## src/sv/dmtp_pkg.sv

```systemverilog
`timescale 1ns / 1ps
// Shared types, codes and character constants for the decimal amount parser.
package dmtp_pkg;

    localparam int UNITS_WIDTH_DEFAULT = 64;
    localparam int UNITS_W             = 64;
    localparam int SCALE_W             = 5;

    localparam logic [SCALE_W-1:0] MAX_SCALE_RESET = 5'd2;

    localparam logic [7:0] CHAR_ZERO  = 8'h30;
    localparam logic [7:0] CHAR_NINE  = 8'h39;
    localparam logic [7:0] CHAR_POINT = 8'h2E;
    localparam logic [7:0] CHAR_PLUS  = 8'h2B;
    localparam logic [7:0] CHAR_MINUS = 8'h2D;
    localparam logic [7:0] CHAR_SPACE = 8'h20;
    localparam logic [7:0] CHAR_TAB   = 8'h09;
    localparam logic [7:0] CHAR_CR    = 8'h0D;

    typedef enum logic [2:0] {
        ST_OK             = 3'd0,
        ST_EMPTY_AMOUNT   = 3'd1,
        ST_EMPTY_CURRENCY = 3'd2,
        ST_MISSING_DIGITS = 3'd3,
        ST_INVALID_CHAR   = 3'd4,
        ST_TWO_POINTS     = 3'd5,
        ST_TOO_MANY_FRAC  = 3'd6,
        ST_OVERFLOW       = 3'd7
    } status_t;

    typedef enum logic [1:0] {
        PH_LEAD = 2'd0,
        PH_BODY = 2'd1,
        PH_TAIL = 2'd2
    } phase_t;

    typedef struct packed {
        logic [7:0] char_code;
        logic       no_char;
        logic       last;
        logic       currency_blank;
    } in_word_t;

    typedef struct packed {
        status_t                    status;
        logic signed [UNITS_W-1:0]  units;
        logic        [SCALE_W-1:0]  scale;
    } out_word_t;

    typedef struct packed {
        status_t              status;
        logic                 negative;
        logic [SCALE_W-1:0]   scale;
    } result_ctl_t;

endpackage

```

## src/sv/decimal_money_text_parser.sv

```systemverilog
`timescale 1ns / 1ps
// A word accepted into the input register updates the parse state as it leaves that
// register, when not held back; its result (last words only) is shown from then on.
// Throughput: one word per cycle, limited only by the result register being taken.
// Reset (rst_n low, asynchronous) empties both registers, clears the text state
// and sets max_scale to 2; no clearing pass follows.
module decimal_money_text_parser #(
    parameter int UNITS_WIDTH = dmtp_pkg::UNITS_WIDTH_DEFAULT
) (
    input  logic                          clk,
    input  logic                          rst_n,
    input  logic                          cfg_wr_en,
    input  logic [dmtp_pkg::SCALE_W-1:0]  cfg_wr_data,
    input  logic                          in_valid,
    output logic                          in_stall,
    input  dmtp_pkg::in_word_t            in_data,
    output logic                          out_valid,
    input  logic                          out_stall,
    output dmtp_pkg::out_word_t           out_data
);
    import dmtp_pkg::*;

    localparam int MAG_W = UNITS_WIDTH - 1;

    // Held word between the input register and the parse logic.
    logic        hold_valid;
    in_word_t    hold_data;

    // A word advances when it is not a last word, or when the result
    // register can take the result it produces.
    logic        res_ready;
    logic        advance;
    logic        res_load;

    result_ctl_t      res_ctl;
    logic [MAG_W-1:0] res_mag;

    assign advance  = hold_valid && (!hold_data.last || res_ready);
    assign res_load = advance && hold_data.last;

    // Input register: holds the next character word, lets a new one in each cycle unless stalled.
    dmtp_in_reg u_in_reg (
        .clk        (clk),
        .rst_n      (rst_n),
        .in_valid   (in_valid),
        .in_stall   (in_stall),
        .in_data    (in_data),
        .advance    (advance),
        .hold_valid (hold_valid),
        .hold_data  (hold_data)
    );

    // Parse core: classify the character, step the text state, form the result.
    dmtp_core #(
        .UNITS_WIDTH (UNITS_WIDTH)
    ) u_core (
        .clk         (clk),
        .rst_n       (rst_n),
        .cfg_wr_en   (cfg_wr_en),
        .cfg_wr_data (cfg_wr_data),
        .fire        (advance),
        .word        (hold_data),
        .res_ctl     (res_ctl),
        .res_mag     (res_mag)
    );

    // Result register: hold the result until the sink takes it, apply the sign.
    dmtp_out_reg #(
        .UNITS_WIDTH (UNITS_WIDTH)
    ) u_out_reg (
        .clk       (clk),
        .rst_n     (rst_n),
        .res_load  (res_load),
        .res_ctl   (res_ctl),
        .res_mag   (res_mag),
        .res_ready (res_ready),
        .out_valid (out_valid),
        .out_stall (out_stall),
        .out_data  (out_data)
    );

endmodule

```

## src/sv/dmtp_in_reg.sv

```systemverilog
`timescale 1ns / 1ps
// Input register stage holding one word ahead of the parse logic.
module dmtp_in_reg (
    input  logic              clk,
    input  logic              rst_n,
    input  logic              in_valid,
    output logic              in_stall,
    input  dmtp_pkg::in_word_t in_data,
    input  logic              advance,
    output logic              hold_valid,
    output dmtp_pkg::in_word_t hold_data
);
    import dmtp_pkg::*;

    logic     valid_reg;
    logic     valid_next;
    in_word_t data_reg;
    logic     load;

    // Stall only while a held word cannot move on this cycle.
    assign in_stall = valid_reg && !advance;
    assign load     = in_valid && !in_stall;

    always_comb
    begin
        valid_next = valid_reg;
        if (load)
        begin
            valid_next = 1'b1;
        end
        else if (advance)
        begin
            valid_next = 1'b0;
        end
    end

    always_ff @(posedge clk or negedge rst_n)
    begin
        if (!rst_n)
        begin
            valid_reg <= 1'b0;
        end
        else
        begin
            valid_reg <= valid_next;
        end
    end

    always_ff @(posedge clk)
    begin
        if (load)
        begin
            data_reg <= in_data;
        end
    end

    assign hold_valid = valid_reg;
    assign hold_data  = data_reg;

endmodule

```

## src/sv/dmtp_core.sv

```systemverilog
`timescale 1ns / 1ps
// Per-character parse state, its registered update and the result it yields on last.
module dmtp_core #(
    parameter int UNITS_WIDTH = dmtp_pkg::UNITS_WIDTH_DEFAULT
) (
    input  logic                          clk,
    input  logic                          rst_n,
    input  logic                          cfg_wr_en,
    input  logic [dmtp_pkg::SCALE_W-1:0]  cfg_wr_data,
    input  logic                          fire,
    input  dmtp_pkg::in_word_t            word,
    output dmtp_pkg::result_ctl_t         res_ctl,
    output logic [UNITS_WIDTH-2:0]        res_mag
);
    import dmtp_pkg::*;

    localparam int MAG_W = UNITS_WIDTH - 1;

    logic [SCALE_W-1:0] max_scale_reg;

    phase_t             phase_reg,  phase_upd,  phase_next;
    logic [MAG_W-1:0]   mag_reg,    mag_upd,    mag_next;
    logic [MAG_W-1:0]   mbz_reg,    mbz_upd,    mbz_next;
    logic [SCALE_W-1:0] frac_reg,   frac_upd,   frac_next;
    logic [SCALE_W-1:0] tz_reg,     tz_upd,     tz_next;
    logic               digit_reg,  digit_upd,  digit_next;
    logic               point_reg,  point_upd,  point_next;
    logic               neg_reg,    neg_upd,    neg_next;
    status_t            err_reg,    err_upd,    err_next;

    logic [7:0]         c;
    logic               take;
    logic               sp;
    logic               is_sign;
    logic               is_point;
    logic               is_digit;
    logic [3:0]         digit;
    logic [7:0]         digit_wide;
    logic [MAG_W+3:0]   prod;
    logic               ovf;
    logic               body_go;
    status_t            status;

    assign c          = word.char_code;
    assign take       = !word.no_char;
    assign sp         = (c == CHAR_SPACE) || (c >= CHAR_TAB && c <= CHAR_CR);
    assign is_sign    = (c == CHAR_PLUS) || (c == CHAR_MINUS);
    assign is_point   = (c == CHAR_POINT);
    assign is_digit   = (c >= CHAR_ZERO) && (c <= CHAR_NINE);
    assign digit_wide = c - CHAR_ZERO;
    assign digit      = digit_wide[3:0];

    // Times ten as 8m + 2m; anything above the magnitude range is overflow.
    assign prod = {3'b000, mag_reg, 1'b0} + {1'b0, mag_reg, 3'b000}
                + {{MAG_W{1'b0}}, digit};
    assign ovf  = |prod[MAG_W+3:MAG_W];

    assign body_go = take && !sp
                   && ((phase_reg == PH_LEAD && !is_sign) || phase_reg == PH_BODY);

    always_comb
    begin
        phase_upd = phase_reg;
        unique case (phase_reg)
            PH_LEAD:
            begin
                if (take && !sp)
                begin
                    phase_upd = PH_BODY;
                end
            end
            PH_BODY:
            begin
                if (take && sp)
                begin
                    phase_upd = PH_TAIL;
                end
            end
            PH_TAIL:
            begin
                phase_upd = PH_TAIL;
            end
            default:
            begin
                phase_upd = PH_LEAD;
            end
        endcase
    end

    always_comb
    begin
        mag_upd   = mag_reg;
        mbz_upd   = mbz_reg;
        frac_upd  = frac_reg;
        tz_upd    = tz_reg;
        digit_upd = digit_reg;
        point_upd = point_reg;
        neg_upd   = neg_reg;
        err_upd   = err_reg;

        if (take && !sp && phase_reg == PH_LEAD && is_sign)
        begin
            neg_upd = (c == CHAR_MINUS);
        end

        if (take && !sp && phase_reg == PH_TAIL && err_reg == ST_OK)
        begin
            err_upd = ST_INVALID_CHAR;
        end

        if (body_go && err_reg == ST_OK)
        begin
            if (is_point)
            begin
                if (point_reg)
                begin
                    err_upd = ST_TWO_POINTS;
                end
                else
                begin
                    point_upd = 1'b1;
                end
            end
            else if (!is_digit)
            begin
                err_upd = ST_INVALID_CHAR;
            end
            else
            begin
                digit_upd = 1'b1;
                if (point_reg && frac_reg >= max_scale_reg)
                begin
                    err_upd = ST_TOO_MANY_FRAC;
                end
                else
                begin
                    if (point_reg)
                    begin
                        frac_upd = frac_reg + 1'b1;
                    end
                    if (ovf)
                    begin
                        err_upd = ST_OVERFLOW;
                    end
                    else
                    begin
                        if (point_reg)
                        begin
                            if (digit == 4'd0)
                            begin
                                // Remember the value before a run of fraction zeros.
                                if (tz_reg == '0)
                                begin
                                    mbz_upd = mag_reg;
                                end
                                tz_upd = tz_reg + 1'b1;
                            end
                            else
                            begin
                                tz_upd = '0;
                            end
                        end
                        mag_upd = prod[MAG_W-1:0];
                    end
                end
            end
        end
    end

    // Drop all text state after the last word.
    always_comb
    begin
        if (word.last)
        begin
            phase_next = PH_LEAD;
            mag_next   = '0;
            mbz_next   = '0;
            frac_next  = '0;
            tz_next    = '0;
            digit_next = 1'b0;
            point_next = 1'b0;
            neg_next   = 1'b0;
            err_next   = ST_OK;
        end
        else
        begin
            phase_next = phase_upd;
            mag_next   = mag_upd;
            mbz_next   = mbz_upd;
            frac_next  = frac_upd;
            tz_next    = tz_upd;
            digit_next = digit_upd;
            point_next = point_upd;
            neg_next   = neg_upd;
            err_next   = err_upd;
        end
    end

    always_comb
    begin
        if (phase_upd == PH_LEAD)
        begin
            status = ST_EMPTY_AMOUNT;
        end
        else if (word.currency_blank)
        begin
            status = ST_EMPTY_CURRENCY;
        end
        else if (err_upd != ST_OK)
        begin
            status = err_upd;
        end
        else if (!digit_upd)
        begin
            status = ST_MISSING_DIGITS;
        end
        else
        begin
            status = ST_OK;
        end
    end

    always_comb
    begin
        res_ctl.status   = status;
        res_ctl.negative = 1'b0;
        res_ctl.scale    = '0;
        res_mag          = '0;
        if (status == ST_OK && mag_upd != '0)
        begin
            res_ctl.negative = neg_upd;
            if (tz_upd != '0)
            begin
                res_mag       = mbz_upd;
                res_ctl.scale = frac_upd - tz_upd;
            end
            else
            begin
                res_mag       = mag_upd;
                res_ctl.scale = frac_upd;
            end
        end
    end

    always_ff @(posedge clk or negedge rst_n)
    begin
        if (!rst_n)
        begin
            max_scale_reg <= MAX_SCALE_RESET;
        end
        else if (cfg_wr_en)
        begin
            max_scale_reg <= cfg_wr_data;
        end
    end

    always_ff @(posedge clk or negedge rst_n)
    begin
        if (!rst_n)
        begin
            phase_reg <= PH_LEAD;
            mag_reg   <= '0;
            mbz_reg   <= '0;
            frac_reg  <= '0;
            tz_reg    <= '0;
            digit_reg <= 1'b0;
            point_reg <= 1'b0;
            neg_reg   <= 1'b0;
            err_reg   <= ST_OK;
        end
        else if (fire)
        begin
            phase_reg <= phase_next;
            mag_reg   <= mag_next;
            mbz_reg   <= mbz_next;
            frac_reg  <= frac_next;
            tz_reg    <= tz_next;
            digit_reg <= digit_next;
            point_reg <= point_next;
            neg_reg   <= neg_next;
            err_reg   <= err_next;
        end
    end

endmodule

```

## src/sv/dmtp_out_reg.sv

```systemverilog
`timescale 1ns / 1ps
// Result register with the output handshake and the final sign application.
module dmtp_out_reg #(
    parameter int UNITS_WIDTH = dmtp_pkg::UNITS_WIDTH_DEFAULT
) (
    input  logic                   clk,
    input  logic                   rst_n,
    input  logic                   res_load,
    input  dmtp_pkg::result_ctl_t  res_ctl,
    input  logic [UNITS_WIDTH-2:0] res_mag,
    output logic                   res_ready,
    output logic                   out_valid,
    input  logic                   out_stall,
    output dmtp_pkg::out_word_t    out_data
);
    import dmtp_pkg::*;

    localparam int MAG_W = UNITS_WIDTH - 1;

    logic             valid_reg;
    logic             valid_next;
    result_ctl_t      ctl_reg;
    logic [MAG_W-1:0] mag_reg;
    logic [UNITS_W-1:0] mag_ext;

    assign res_ready = !valid_reg || !out_stall;

    always_comb
    begin
        valid_next = valid_reg;
        if (res_load)
        begin
            valid_next = 1'b1;
        end
        else if (!out_stall)
        begin
            valid_next = 1'b0;
        end
    end

    always_ff @(posedge clk or negedge rst_n)
    begin
        if (!rst_n)
        begin
            valid_reg <= 1'b0;
        end
        else
        begin
            valid_reg <= valid_next;
        end
    end

    always_ff @(posedge clk)
    begin
        if (res_load)
        begin
            ctl_reg <= res_ctl;
            mag_reg <= res_mag;
        end
    end

    assign mag_ext = {{(UNITS_W-MAG_W){1'b0}}, mag_reg};

    always_comb
    begin
        out_data.status = ctl_reg.status;
        out_data.scale  = ctl_reg.scale;
        out_data.units  = ctl_reg.negative ? -mag_ext : mag_ext;
    end

    assign out_valid = valid_reg;

endmodule

```

## config.mk

```make
export PLATFORM = sky130hd
export DESIGN_NAME = decimal_money_text_parser
export DESIGN_NICKNAME = d
export VERILOG_FILES = /design/src/sv/dmtp_pkg.sv /design/src/sv/decimal_money_text_parser.sv /design/src/sv/dmtp_in_reg.sv /design/src/sv/dmtp_core.sv /design/src/sv/dmtp_out_reg.sv
export SDC_FILE = /design/constraint.sdc
export NUM_CORES = 1
export LEC_CHECK = 0
export CELL_PAD_IN_SITES_DETAIL_PLACEMENT = 0
export CELL_PAD_IN_SITES_GLOBAL_PLACEMENT = 2
export CORE_MARGIN = 2
export CORE_UTILIZATION = 40
export DETAILED_ROUTE_END_ITERATION = 10
export DONT_BUFFER_PORTS = 1
export GPL_TIMING_DRIVEN = 0
export HOLD_SLACK_MARGIN = 0.15
export PLACE_DENSITY_LB_ADDON = 0.05
export SLEW_MARGIN = 20
export SYNTH_ARGS = -nofsm -noshare
export SYNTH_HDL_FRONTEND = slang
export SYNTH_SLANG_ARGS = --single-unit
```

## constraint.sdc

```tcl
create_clock -name clk -period 14.3 [get_ports clk]
set_input_delay 3.575 -clock clk [delete_from_list [all_inputs] [get_ports clk]]
set_output_delay 3.575 -clock clk [all_outputs]
set_load 0.02 [all_outputs]
```

# After elaboration in Yosys (flattened, before gate mapping)
# Cells that the tools add are included.
# op_classes
reduce_logical	44
eq_ne	7
n_lt_le_gt_ge	5
addsub	7
n_mux	61
# ops
op	count
$mux 63	16
$mux 5	15
$add 64x66->67	1
$add 67x4->67	1
$mux 64	1
$neg 63->64	1
$reduce_bool 63->1	1
$mux 3	11
$eq 8x6->1 const B	4
$logic_and 1x1->1	17
$mux 1	13
$add 5x1->5 const B	2
$ge 8x4->1 const B	1
$ge 8x6->1 const B	1
$le 8x4->1 const B	1
$le 8x6->1 const B	1
$logic_not 1->1	8
$mux 2	4
$logic_not 3->1	2
$pmux 2 s3	1
$reduce_bool 2->1	3
$ge 5x5->1	1
$logic_not 5->1	1
$logic_or 1x1->1	5
other kinds (11)	12
# totals
word_cells	144
register_bits	234
in_bits	21
out_inout_bits	74

# Longest topological paths before layout
# depth
depth_word	19
mapped_depth	22
depth_no_buf	22

# Modules after synthesis
# A second synthesis with hierarchy kept.
# unflattened
cells_unflattened	2154
area_unflattened_um2	18685.4
# modules_own_cells
mod	cells_each	n_inst	area_each_um2	seq_area_each_um2
dmtp_core	1843	1	14554.0	3729.8
dmtp_out_reg	292	1	3724.8	2187.1
dmtp_in_reg	16	1	387.9	355.3
decimal_money_text_parser	3	1	18.8	0.0

# Worst setup path before layout
# OpenSTA, ideal clock, no wires.
# synth_timing
kind	input -> output
start	in out_stall
end	out in_stall
t_arrival_ps	3859
setup_slack_ps	6866
cell_stages	2
required_time_ps	10725
path_buffers	0
cell_sequence	nand4_1 inv_1
# synth_via
elab_chain_cells	6
# synth_lines
element	line_no	text
start: declaration	decimal_money_text_parser.sv:18	input logic out_stall,
$logic_not 1->1	dmtp_out_reg.sv:26	assign res_ready = !valid_reg || !out_stall;
$logic_or 1x1->1	dmtp_out_reg.sv:26	
$logic_or 1x1->1	decimal_money_text_parser.sv:38	assign advance = hold_valid && (!hold_data.last || res_ready);
$logic_and 1x1->1	decimal_money_text_parser.sv:38	
$logic_not 1->1	dmtp_in_reg.sv:21	assign in_stall = valid_reg && !advance;
$logic_and 1x1->1	dmtp_in_reg.sv:21	
end: declaration	decimal_money_text_parser.sv:15	output logic in_stall,
# No other way between the ends.

==> reports/metrics.yaml <==
critical_path:
  critPathMaxFanout: 6
  r2r_start: "u_core.mag_reg[2]$_DFFE_PN0P_"
  rrSetupSlack_ps: 7620
  r2r-end: "u_core.mag_reg[58]$_DFFE_PN0P_"
  arrival_ps: 4730
  slowest_stage: "or4_1"
  cp_cell_sequence: "inv_1, ha_1, nand4_1, or4_1, or2_2, nand2b_1, nand2b_1, or4_1, or3_1, o31ai_2, nand2_1, xor2_1"
  r2r_cells: 17
  critPathKind: "flop to output port"
  crit_path_end_kind: "output port"
  crit_required_ps: 10720
  crit_path_start_kind: "flop"
  max_stage_delay_ps: 580
cells_and_area:
  fillCellCount: 4452
  final_layout_size_suffix_gt1_frac: 0.0743
  seqCellArea_um2: 6270
  nets: 2241
  multi_input_area_um2: 11200
  areaGrowthSynthToFinish_pct: 9.14
  diodes: 0
timing:
  hold_viol: 0
  report.final.slew_viol_count: 0
  period_share: 0.581
  grt_setup_unrepaired: "false"
  setup-tns-final_ps: 0
  layout_min_cycle_time_ps: 8300
  fmax_mhz: 120
  tightest_slew_ps: 1110
  fin_hold_ws_ps: 486
  slew_headroom: 0.244
  setup_violations: 0
  fin_worst_skew_ps: 12.7
global_route:
  grt_pass1_wl_um: 101000
  antenna_found_initial: 0
  grt_usage: 0.280
  grt_max_degree: 152
  grt-ovfl-total: 0
  grt_pass1_vias: 15600
clock_network:
  cts_setup_buffers: 0
  hold_buffers: 0
  cts_root_buf: "clkbuf_16"
  cts_sinks: 234
  cts_resized: 0
  cts_inserted_buffers: 26
  cts.htree.levels: 1
  clock_path_buffers: 3
  clock_latency_ps: 550
  clk_pin_slew_ps: 70
  cts_tree: "yes"
route:
  wl_um: 66600
  viasPerCell: 6.07
  drtIter0Drc: 1332
  drc: 0
  final_antenna_net_count: 0
  wl_per_cell_um: 24.7
  vias: 16400
  drt-pass1-iter-count: 5
floorplanning:
  dieArea_um2: 47400
  core_area_um2: 45200
  fp.dieH_um: 218
  rows: 78
  start_util: 0.404
  io_pins: 95
  die_w_um: 218
pwr:
  power_density_nw_per_um2: 77.7
  leakage_nw: 8.60
  peakVddDrop_uv: 65.4
yosys:
  synth_edf_count: 83
  synth_top_cell_area_share: 0.206
  ys_ff_latch: 234
  synth_area_um2: 18300
  syn_inst: 2050
  synth_nets: 2212
  ys_seq_area_frac: 0.344
  syn_avg_cell_area_um2: 8.90
  ys_top_cells_by_count: "313 x nand2_1, 169 x o21ai_0, 150 x dfrtp_1"
  async_reset_ff_frac: 0.645
  ys.warnings.count: 0
  synthTopCellsByArea: "dfrtp_1 21%, edfxtp_1 14%, ha_1 9.5%"
  ys_types: 91
  yosysTopAreaCell: "dfrtp_1"
  ys.flop_type: "dfrtp_1"
  yosysMostFrequentCell: "nand2_1"
status:
  status: "finished, final reports clean"
worst_hold_path:
  worstHoldStart: "u_core.neg_reg$_DFFE_PN0P_"
  min_delay_path_depth: 2
  hold_end: "u_core.neg_reg$_DFFE_PN0P_"
  hp-class: "flop to flop"
place:
  dp_hpwl_um: 52900
  io_buffers: 0
  gp_congestion: 0.895
job:
  cap_violations: 0
-- report_power, final --
group | internal, mW | leakage [nW] | switching (mW)
Sequential | 0.710 | 2.90 | 0.0141
Combinational | 0.0305 | 5.27 | 0.0846
Clock | 0.419 | 0.429 | 0.289
Total | 1.16 | 8.60 | 0.387
-- area by class of cell --
cell class | instances | area share
plain buffers | 132 | 0.0303
clock buffers | 32 | 0.0349
clock inverters | 16 | 0.00967
inverters | 40 | 0.00766
multi-input cells | 1644 | 0.564
flip-flops and latches | 234 | 0.315
well taps | 600 | 0.0377
repair buffers | 1 | 0.00138
-- cells in the final DEF, fill, tap and decap left out, types with 19 or more instances in the layout --
cell type and count:
dfrtp_1 150, o31ai_1 24, a22o_1 81, nand4_1 36
buf_2 36, nand2_1 313, nand3_1 75, xor2_1 29
nor4_1 31, a21oi_1 112, nand2b_1 19, o2111a_1 47
inv_1 39, xnor2_1 86, ha_1 138, clkbuf_16 27
mux2i_1 40, o21a_1 22, and3_1 31, edfxtp_1 83
clkbuf_1 76, nor3_1 30, nor2_1 83, o21ai_0 169
a21o_1 19
-- per-layer routing --
layer	track usage	vias up	share of wire
met5	0	-	0
met4	0.0596	0	0.019
met3	0.0240	54	0.051
met2	0.414	452	0.42
met1	0.438	8121	0.51
li1	-	7754	-
-- worst max-delay path, delay by kind of cell, from the launching register on --
family,cells,cell delay (ps)
AOI/OAI and AO/OA,1,440
xor gates and xnor gates,1,410
adders and majority gates,1,220
buffers and inverters,1,100
DFF,1,430
and+or+nand+nor,8,2570
-- per-stage QoR --
step | setup slack [ps] | util | instances | power (mW) | instance area, um2
global route | 5650 | 0.441 | 2699 | 1.59 | 19900
detailed placement | 6500 | 0.421 | 2651 | 0.852 | 19000
floorplan | 6870 | - | 2050 | 0.818 | 18300
CTS | 5920 | 0.441 | 2699 | 1.56 | 19900
global placement | 6540 | 0.421 | 2650 | 0.850 | 19000
finish | 6000 | 0.441 | 2699 | 1.55 | 19900
-- worst max-delay path by stage --
stage / cells past startpoint / to / from / slack [ps]
2_1_floorplan: 2 / in_stall / out_stall / 6870
3_3_place_gp: 12 / out_data[63] / u_out_reg.mag_reg[0]$_SDFFCE_PN0P_ / 6540
3_5_place_dp: 12 / out_data[63] / u_out_reg.mag_reg[0]$_SDFFCE_PN0P_ / 6500
4_1_cts: 12 / out_data[63] / u_out_reg.mag_reg[0]$_SDFFCE_PN0P_ / 5920
5_1_grt: 12 / out_data[63] / u_out_reg.mag_reg[0]$_SDFFCE_PN0P_ / 5650
6_report: 12 / out_data[63] / u_out_reg.mag_reg[0]$_SDFFCE_PN0P_ / 6000
-- logic make-up (layout without fill, tap and decap cells) --
family,Yosys count,count (layout),share of synthesized area
xor+xnor,116,116,0.0561
fa+ha+maj,141,141,0.0979
compound gates,601,601,0.231
mux,59,59,0.0337
buf+inv,172,221,0.0413
flops,234,234,0.344
simple gates,727,727,0.196
Power figures use the tool's default switching activity.
